$ cat config.mk
export PLATFORM = sky130hd
export DESIGN_NAME = kmp_stream_matcher
export DESIGN_NICKNAME = d
export VERILOG_FILES = /design/src/rtl/kmp_pkg.sv /design/src/rtl/kmp_stream_matcher.sv
export SDC_FILE = /design/constraint.sdc
export NUM_CORES = 2
export LEC_CHECK = 0
export BUFFER_PORTS_ARGS = -buffer_cell sky130_fd_sc_hd__buf_2
export CELL_PAD_IN_SITES_DETAIL_PLACEMENT = 1
export CELL_PAD_IN_SITES_GLOBAL_PLACEMENT = 1
export CORE_UTILIZATION = 23
export CTS_CLUSTER_DIAMETER = 50
export DETAILED_ROUTE_END_ITERATION = 8
export GPL_TIMING_DRIVEN = 0
export PLACE_DENSITY_LB_ADDON = 0.1
export SKIP_CTS_REPAIR_TIMING = 1
export SLEW_MARGIN = 0
export SYNTH_ARGS = -nofsm -noshare
export SYNTH_HDL_FRONTEND = slang
export SYNTH_SLANG_ARGS = --single-unit
$ cat constraint.sdc
create_clock -name clk -period 8.1 [get_ports clk]
set_input_delay 1.62 -clock clk [delete_from_list [all_inputs] [get_ports clk]]
set_output_delay 1.62 -clock clk [all_outputs]
set_load 0.005 [all_outputs]
$ cat src/rtl/kmp_pkg.sv
// Package for the streaming KMP matcher: command codes, output widths,
// and the result record. No dependencies.
package kmp_pkg;

  localparam int MAX_PATTERN_DEF   = 128;
  localparam int POSITION_BITS_DEF = 32;
  localparam int OUT_W             = 32;

  localparam logic [1:0] CMD_CLEAR  = 2'd0;
  localparam logic [1:0] CMD_APPEND = 2'd1;
  localparam logic [1:0] CMD_TEXT   = 2'd2;

  typedef struct packed {
    logic             found;
    logic [OUT_W-1:0] start;
    logic [OUT_W-1:0] stop;
    logic             error;
  } result_t;

endpackage

$ cat src/rtl/kmp_stream_matcher.sv
// Streaming Knuth-Morris-Pratt matcher: pattern and failure-link memories,
// sequencer and result register. Depends on kmp_pkg.
//
// The block keeps a pattern of up to MAX_PATTERN bytes with its failure-link
// table and scans a byte stream for every occurrence, overlapping ones
// included. Each input transaction carries cmd and data_byte: clear empties
// the pattern and rewinds the text position, append adds one pattern byte and
// extends the failure links, text feeds one text byte. Every input transaction
// yields exactly one output transaction; a text byte that completes a match
// reports match_found with the 1-based start and end positions (positions
// wrap modulo 2^POSITION_BITS and are cut or zero-extended to 32 bits).
// Appending to a full pattern or sending text with an empty pattern returns
// error and changes nothing; cmd value 3 returns an all-zero result.
// Timing: clear, errors, cmd 3 and the first append finish in the accept
// cycle. Other appends and text bytes go from the accept to ST_LOOK, a
// synchronous read of the pattern and link memories, and on to ST_CMP, the
// compare; each failure link walked repeats the ST_LOOK and ST_CMP pair. A
// completed match adds ST_TAIL and ST_FIN to fetch the link of the last
// pattern byte. One item is in flight at a time; the input is ready again as
// soon as the result sits in the output register, and a result not yet taken
// holds the block only if a second result is ready before it drains.
module kmp_stream_matcher
  import kmp_pkg::*;
#(
  parameter int MAX_PATTERN   = MAX_PATTERN_DEF,
  parameter int POSITION_BITS = POSITION_BITS_DEF
) (
  input  logic             clk,
  input  logic             rst,
  input  logic             in_valid,
  output logic             in_ready,
  input  logic [1:0]       cmd,
  input  logic [7:0]       data_byte,
  output logic             out_valid,
  input  logic             out_ready,
  output logic             match_found,
  output logic [OUT_W-1:0] match_start,
  output logic [OUT_W-1:0] match_end,
  output logic             error
);

  localparam int IDX_W = $clog2(MAX_PATTERN);
  localparam int CNT_W = $clog2(MAX_PATTERN + 1);
  localparam int POS_W = POSITION_BITS;

  localparam logic [2:0] ST_IDLE = 3'd0;
  localparam logic [2:0] ST_LOOK = 3'd1;  // memory read in flight
  localparam logic [2:0] ST_CMP  = 3'd2;  // compare byte, maybe walk a link
  localparam logic [2:0] ST_TAIL = 3'd3;  // read link of last pattern byte
  localparam logic [2:0] ST_FIN  = 3'd4;  // report match
  localparam logic [2:0] ST_OUT  = 3'd5;  // result waits for output slot

  // Storage
  logic [7:0]       pattern_store [MAX_PATTERN];
  logic [IDX_W-1:0] failure_links [MAX_PATTERN];
  logic [7:0]       ps_q;
  logic [IDX_W-1:0] fl_q;

  // Control state
  logic [2:0]       state;
  logic [CNT_W-1:0] pattern_count;
  logic [IDX_W-1:0] prefix_length;
  logic [IDX_W-1:0] matched_count;
  logic [POS_W-1:0] text_position;
  logic [CNT_W-1:0] k;
  logic [7:0]       b_reg;
  logic             is_text;
  result_t          pend;

  // Datapath
  logic             in_fire;
  logic             full;
  logic [IDX_W-1:0] k_idx;
  logic [IDX_W-1:0] cnt_idx;
  logic             ps_hit;
  logic             k_walk;
  logic [CNT_W-1:0] k_new;
  logic [POS_W-1:0] start_pos;
  logic             slot_free;
  logic             fin_valid;
  result_t          fin;
  logic             ps_we;
  logic             fl_we;
  logic [IDX_W-1:0] fl_wdata;

  assign in_ready  = (state == ST_IDLE);
  assign in_fire   = in_valid && in_ready;
  assign full      = (pattern_count == CNT_W'(MAX_PATTERN));
  assign k_idx     = k[IDX_W-1:0];
  assign cnt_idx   = pattern_count[IDX_W-1:0];
  assign ps_hit    = (ps_q == b_reg);
  assign k_walk    = (k != '0) && !ps_hit;
  assign k_new     = k + CNT_W'(ps_hit);
  assign start_pos = text_position - POS_W'(pattern_count) + POS_W'(1);
  assign slot_free = !out_valid || out_ready;

  // Memory writes: byte on append accept, link on first append or search end
  assign ps_we    = in_fire && (cmd == CMD_APPEND) && !full;
  assign fl_we    = (ps_we && (pattern_count == '0)) ||
                    ((state == ST_CMP) && !k_walk && !is_text);
  assign fl_wdata = (state == ST_IDLE) ? '0 : k_new[IDX_W-1:0];

  always_ff @(posedge clk) begin
    if (ps_we) begin
      pattern_store[cnt_idx] <= data_byte;
    end
    if (fl_we) begin
      failure_links[cnt_idx] <= fl_wdata;
    end
    ps_q <= pattern_store[k_idx];
    fl_q <= failure_links[k_idx - IDX_W'(1)];
  end

  // Result of the current step, if it finishes now
  always_comb begin
    fin_valid = 1'b0;
    fin       = '0;
    case (state)
      ST_IDLE: begin
        if (in_fire) begin
          fin_valid = !(cmd inside {CMD_APPEND, CMD_TEXT}) ||
                      ((cmd == CMD_APPEND) && (full || (pattern_count == '0))) ||
                      ((cmd == CMD_TEXT) && (pattern_count == '0));
          fin.error = ((cmd == CMD_APPEND) && full) ||
                      ((cmd == CMD_TEXT) && (pattern_count == '0));
        end
      end
      ST_CMP: begin
        fin_valid = !k_walk && !(is_text && (k_new == pattern_count));
      end
      ST_FIN: begin
        fin_valid = 1'b1;
        fin.found = 1'b1;
        fin.start = OUT_W'(start_pos);
        fin.stop  = OUT_W'(text_position);
      end
      default: begin
        fin_valid = 1'b0;
      end
    endcase
  end

  always_ff @(posedge clk) begin
    if (rst) begin
      state         <= ST_IDLE;
      out_valid     <= 1'b0;
      pattern_count <= '0;
      prefix_length <= '0;
      matched_count <= '0;
      text_position <= '0;
    end else begin
      // drained, and nothing new loads the output register this cycle
      if (out_valid && out_ready && !fin_valid && (state != ST_OUT)) begin
        out_valid <= 1'b0;
      end

      case (state)
        ST_IDLE: begin
          if (in_fire) begin
            case (cmd)
              CMD_CLEAR: begin
                pattern_count <= '0;
                prefix_length <= '0;
                matched_count <= '0;
                text_position <= '0;
              end
              CMD_APPEND: begin
                if (!full) begin
                  if (pattern_count == '0) begin
                    prefix_length <= '0;
                    pattern_count <= CNT_W'(1);
                  end else begin
                    k       <= CNT_W'(prefix_length);
                    b_reg   <= data_byte;
                    is_text <= 1'b0;
                    state   <= ST_LOOK;
                  end
                end
              end
              CMD_TEXT: begin
                if (pattern_count != '0) begin
                  text_position <= text_position + POS_W'(1);
                  k       <= (CNT_W'(matched_count) >= pattern_count) ? '0 :
                             CNT_W'(matched_count);
                  b_reg   <= data_byte;
                  is_text <= 1'b1;
                  state   <= ST_LOOK;
                end
              end
              default: begin
                // unused code: the finish path returns the all-zero result
              end
            endcase
          end
        end
        ST_LOOK: begin
          state <= ST_CMP;
        end
        ST_CMP: begin
          if (k_walk) begin
            k     <= CNT_W'(fl_q);
            state <= ST_LOOK;
          end else if (!is_text) begin
            prefix_length <= k_new[IDX_W-1:0];
            pattern_count <= pattern_count + CNT_W'(1);
          end else if (k_new == pattern_count) begin
            k     <= k_new;  // link read at k-1 = last pattern byte
            state <= ST_TAIL;
          end else begin
            matched_count <= k_new[IDX_W-1:0];
          end
        end
        ST_TAIL: begin
          state <= ST_FIN;
        end
        ST_FIN: begin
          matched_count <= fl_q;
        end
        ST_OUT: begin
          if (slot_free) begin
            out_valid   <= 1'b1;
            match_found <= pend.found;
            match_start <= pend.start;
            match_end   <= pend.stop;
            error       <= pend.error;
            state       <= ST_IDLE;
          end
        end
        default: begin
          state <= ST_IDLE;
        end
      endcase

      // Finished step: straight into the output register, or park it
      if (fin_valid) begin
        if (slot_free) begin
          out_valid   <= 1'b1;
          match_found <= fin.found;
          match_start <= fin.start;
          match_end   <= fin.stop;
          error       <= fin.error;
          state       <= ST_IDLE;
        end else begin
          pend  <= fin;
          state <= ST_OUT;
        end
      end
    end
  end

  // Checks
  a_matched_bound: assert property (@(posedge clk) disable iff (rst)
    (CNT_W'(matched_count) < pattern_count) || (pattern_count == '0))
    else $error("matched count reached pattern length");

  a_prefix_bound: assert property (@(posedge clk) disable iff (rst)
    (CNT_W'(prefix_length) < pattern_count) || (pattern_count == '0))
    else $error("border length reached pattern length");

  a_clear: assert property (@(posedge clk) disable iff (rst)
    in_fire && (cmd == CMD_CLEAR) |=> (pattern_count == '0) && (text_position == '0))
    else $error("clear left state behind");

  a_err_no_match: assert property (@(posedge clk) disable iff (rst)
    out_valid && error |-> !match_found && (match_start == '0) && (match_end == '0))
    else $error("error result carries match data");

endmodule

==> impl_results.md <==
- Maxcap violations: 0
- Worst reg2reg path depth: 12
- DR vias: between 40000 and 50000
- Cell Int Power: approximately 0.022 W
- Sw Share: 0.246
- Count of pins over their slew limit: 0
- Slew margin rel.: 0.0209
- R2R Setup Slk: between 0.6 and 0.7 ns
- Final WL: 304 mm
- Setup TNS: 0 ns
- Mean post-synth cell area: 20.4 µm²
- Yosys Warn Count: 0
- Clock Skews: about 0.037 ns
- Asr flop ratio synth: 0
- Hold Path Depth: 2
- Final period util: 0.918
- CTS buffer count: around 310
- H-tree levels: 5
- Residual DRC: 26
- Die footprint: around 380000 µm²
- Largest net degree at the start of global routing: 98
- Sequential power share: 0.440
- Worst-Skew Late Latency: ~0.90 ns
- Peak supply drop: 0.000131 V
- Final setup vio count: 0
- Sw Pwr: between 0.007 and 0.008 W
- I/O pins: a little over 80
- Number of synthesized flops with an enable pin: between 2000 and 2500
- Synth cell types: 74
- Comb power frac: 0.089
- Hpwl dp: approximately 210 mm
- Total GRT Usage: 0.160
- DRT Pass-1 Iters: 7
- Power share of the clock group: 0.471
- Area growth, synth to finish: 20.8%
- Die Width: just over 600 µm
- #FFs+latches synth: around 2100
- CTS Sinks: 2142
- Die height: between 600 and 700 µm
- Clk slew on worst S/H paths: approximately 0.06 ns
- Final Critical Period: approximately 7.4 ns
- Status: complete, but fails checks
- Root buf cell: clkbuf_16
- Crit path arrival time: 8.21 ns
- Mapped Nets: 4320
- Biggest register: pattern_store
- Synth Cell Area: 86100 µm²
- Antenna viol nets, final: 0
- CP Max Fanout: 10
- Final hold violation count: 0
- Buffers on Ports: 80
- Power Density: between 200 and 300 nW/µm²
- Post-layout util: 0.279
- Layout cells sized above 1: 0.279
- Std cell rows: approximately 220
- Worst Setup End Kind: flop
- Nets: between 4000 and 5000
- Total core area: 372000 µm²
- Main synth FF type: edfxtp_1
- Cells after Synth: roughly 4200
- Antenna violations before repair: 40
- Actual slew at the worst max-slew pin: ~1.5 ns
- CTS tree: built
- Regs by FF count: pattern_store (1024), failure_links (896), pend (66)
- Max reg flops: 1024
- RSZ-0062 raised after global routing: false
- Maximum clock path buffer count: 4
- Routed WL per cell: around 31 µm
- Critical path class: flop to flop
- Violated checks: DRC
- 1st-iter DRT viols: about 3200
- Initial Util: 0.231
- Place WS: around 0.65 ns
- Tot Pwr: roughly 0.029 W
- Vias in the first global route: between 40000 and 50000
- Hold Crit Start: prefix_length[0]$_SDFFE_PP0P_
- GRT overflow: 0
- Seq/Total Area, Yosys: 0.739
- Global placement routability congestion: approximately 0.75
- WHS Endpoint: prefix_length[0]$_SDFFE_PP0P_
- Startpoint Class: flop
- Leakage Power: roughly 32 nW
- Worst reg2reg path startpoint: k[1]$_DFFE_PP_
- Filler cell count in the final layout: about 38000
- Final setup margin: around 0.66 ns
- HP Class: flop to flop
- Worst r2r dst: fl_q[0]$_DFF_P_
- Fmax: 0.134 GHz
- First-pass GRT wire length: about 410 mm
- Vias per inst: between 4 and 5
- Critical path required time: 8.87 ns
-- logic make-up after synthesis --
kind of cell / count (synthesis) / share of synthesized area
buf+inv: 279 / 0.0140
xor+xnor: 85 / 0.00945
simple gates: 680 / 0.0338
fa+ha+maj: 78 / 0.0114
mux: 717 / 0.175
flops: 2142 / 0.739
compound gates: 247 / 0.0181
-- metal layers --
| layer | GRT usage | vias to the layer above | routed length [µm] |
|---|---|---|---|
| met3 | 0.0219 | 313 | 11400 |
| met4 | 0.0280 | 0 | 4740 |
| li1 | - | 18331 | - |
| met2 | 0.263 | 881 | 145000 |
| met1 | 0.227 | 23900 | 143000 |
| met5 | 0 | - | 0 |
-- power groups by stage --
stage / Combinational [W] / Clock (W) / Sequential [W]
6_report: 0.00253 / 0.0135 / 0.0126
5_1_grt: 0.00270 / 0.0142 / 0.0126
4_1_cts: 0.00263 / 0.0139 / 0.0126
3_5_place_dp: 0.00262 / 0 / 0.0128
3_3_place_gp: 0.00241 / 0 / 0.0130
2_1_floorplan: 0.00119 / 0 / 0.0128
-- layout by cell type (no fill, tap or decap), types with 43 or more instances in the layout --
cell type	netlist	final
ha_1	77	77
clkbuf_16	0	317
dfxtp_1	73	73
mux2i_1	72	72
buf_2	64	137
o21ai_0	43	43
xnor2_1	62	62
a21oi_1	57	57
edfxtp_1	2069	2069
inv_1	46	45
o21ai_1	46	46
mux4_2	626	626
nand2_1	140	140
clkinv_1	2	46
clkbuf_1	133	152
nor2_1	391	385
-- cells in the mapped netlist, drive strengths merged, types with 3 or more instances --
| master | number | area, µm² |
|---|---|---|
| buf | 94 | 504 |
| nor3 | 12 | 60.1 |
| o211ai | 8 | 60.1 |
| a21o | 15 | 113 |
| a2111oi | 3 | 26.3 |
| a221oi | 9 | 78.8 |
| nand2b | 11 | 71.3 |
| clkbuf | 137 | 519 |
| o21ai | 92 | 472 |
| mux2i | 72 | 721 |
| inv | 46 | 173 |
| mux4 | 626 | 14100 |
| nand2 | 140 | 526 |
| edfxtp | 2069 | 62100 |
| ha | 77 | 963 |
| xor2 | 18 | 158 |
| o21a | 3 | 22.5 |
| nor2b | 15 | 93.8 |
| a22oi | 5 | 37.5 |
| and3 | 27 | 169 |
| nor2 | 391 | 1470 |
| xnor2 | 62 | 543 |
| and2 | 22 | 138 |
| mux2 | 19 | 214 |
| a211oi | 16 | 125 |
| dfxtp | 73 | 1460 |
| a31o | 3 | 26.3 |
| xnor3 | 5 | 113 |
| a32oi | 3 | 26.3 |
| a31oi | 7 | 50.1 |
| o31ai | 4 | 30.0 |
| and4 | 3 | 26.3 |
| nor4 | 5 | 43.8 |
| o32ai | 3 | 33.8 |
| a21oi | 57 | 285 |
| nand3 | 34 | 170 |
| nand4 | 9 | 56.3 |
-- stage by stage --
stage               cells  cell area, µm²  hold slack [ns]
floorplan            4228           86100            0.450
global placement     9280           92700            0.460
detailed placement   9326           93900            0.466
CTS                  9878          104000            0.474
global route         9880          104000            0.505
finish               9891          104000            0.478
-- layout make-up --
type,count,area (µm²),share of cell area
flip-flops and latches,2142,63600,0.611
well taps,4972,6220,0.0598
clock buffers,358,8100,0.0778
inverters,48,183,0.00176
multi-input cells,1807,21400,0.205
repair buffers,127,1440,0.0138
plain buffers,231,1050,0.0101
diodes,12,30.0,0.000289
clock inverters,194,2050,0.0197
-- critical path: stages (launching register included) --
cell      delay, ns
edfxtp_1       0.38
buf_2          0.32
clkbuf_1       0.69
clkbuf_2       0.70
inv_1          0.18
ha_1           0.32
clkbuf_1       0.71
clkbuf_1       0.87
clkbuf_1       1.05
mux4_2         0.49
mux4_2         0.58
mux4_2         0.56
mux2_2         0.34
-- worst max-delay path by stage --
stage / end / start / slack, ns
2_1_floorplan: pend[0]$_DFFE_PP_ / cmd[0] / 1.94
3_3_place_gp: failure_links[92][3]$_DFFE_PP_ / k[3]$_DFFE_PP_ / -4.51
3_5_place_dp: fl_q[1]$_DFF_P_ / k[1]$_DFFE_PP_ / 0.65
4_1_cts: fl_q[1]$_DFF_P_ / k[1]$_DFFE_PP_ / 0.62
5_1_grt: fl_q[1]$_DFF_P_ / k[1]$_DFFE_PP_ / 0.52
6_report: fl_q[0]$_DFF_P_ / k[1]$_DFFE_PP_ / 0.66
Note: power is estimated with default switching activity, not from simulation.
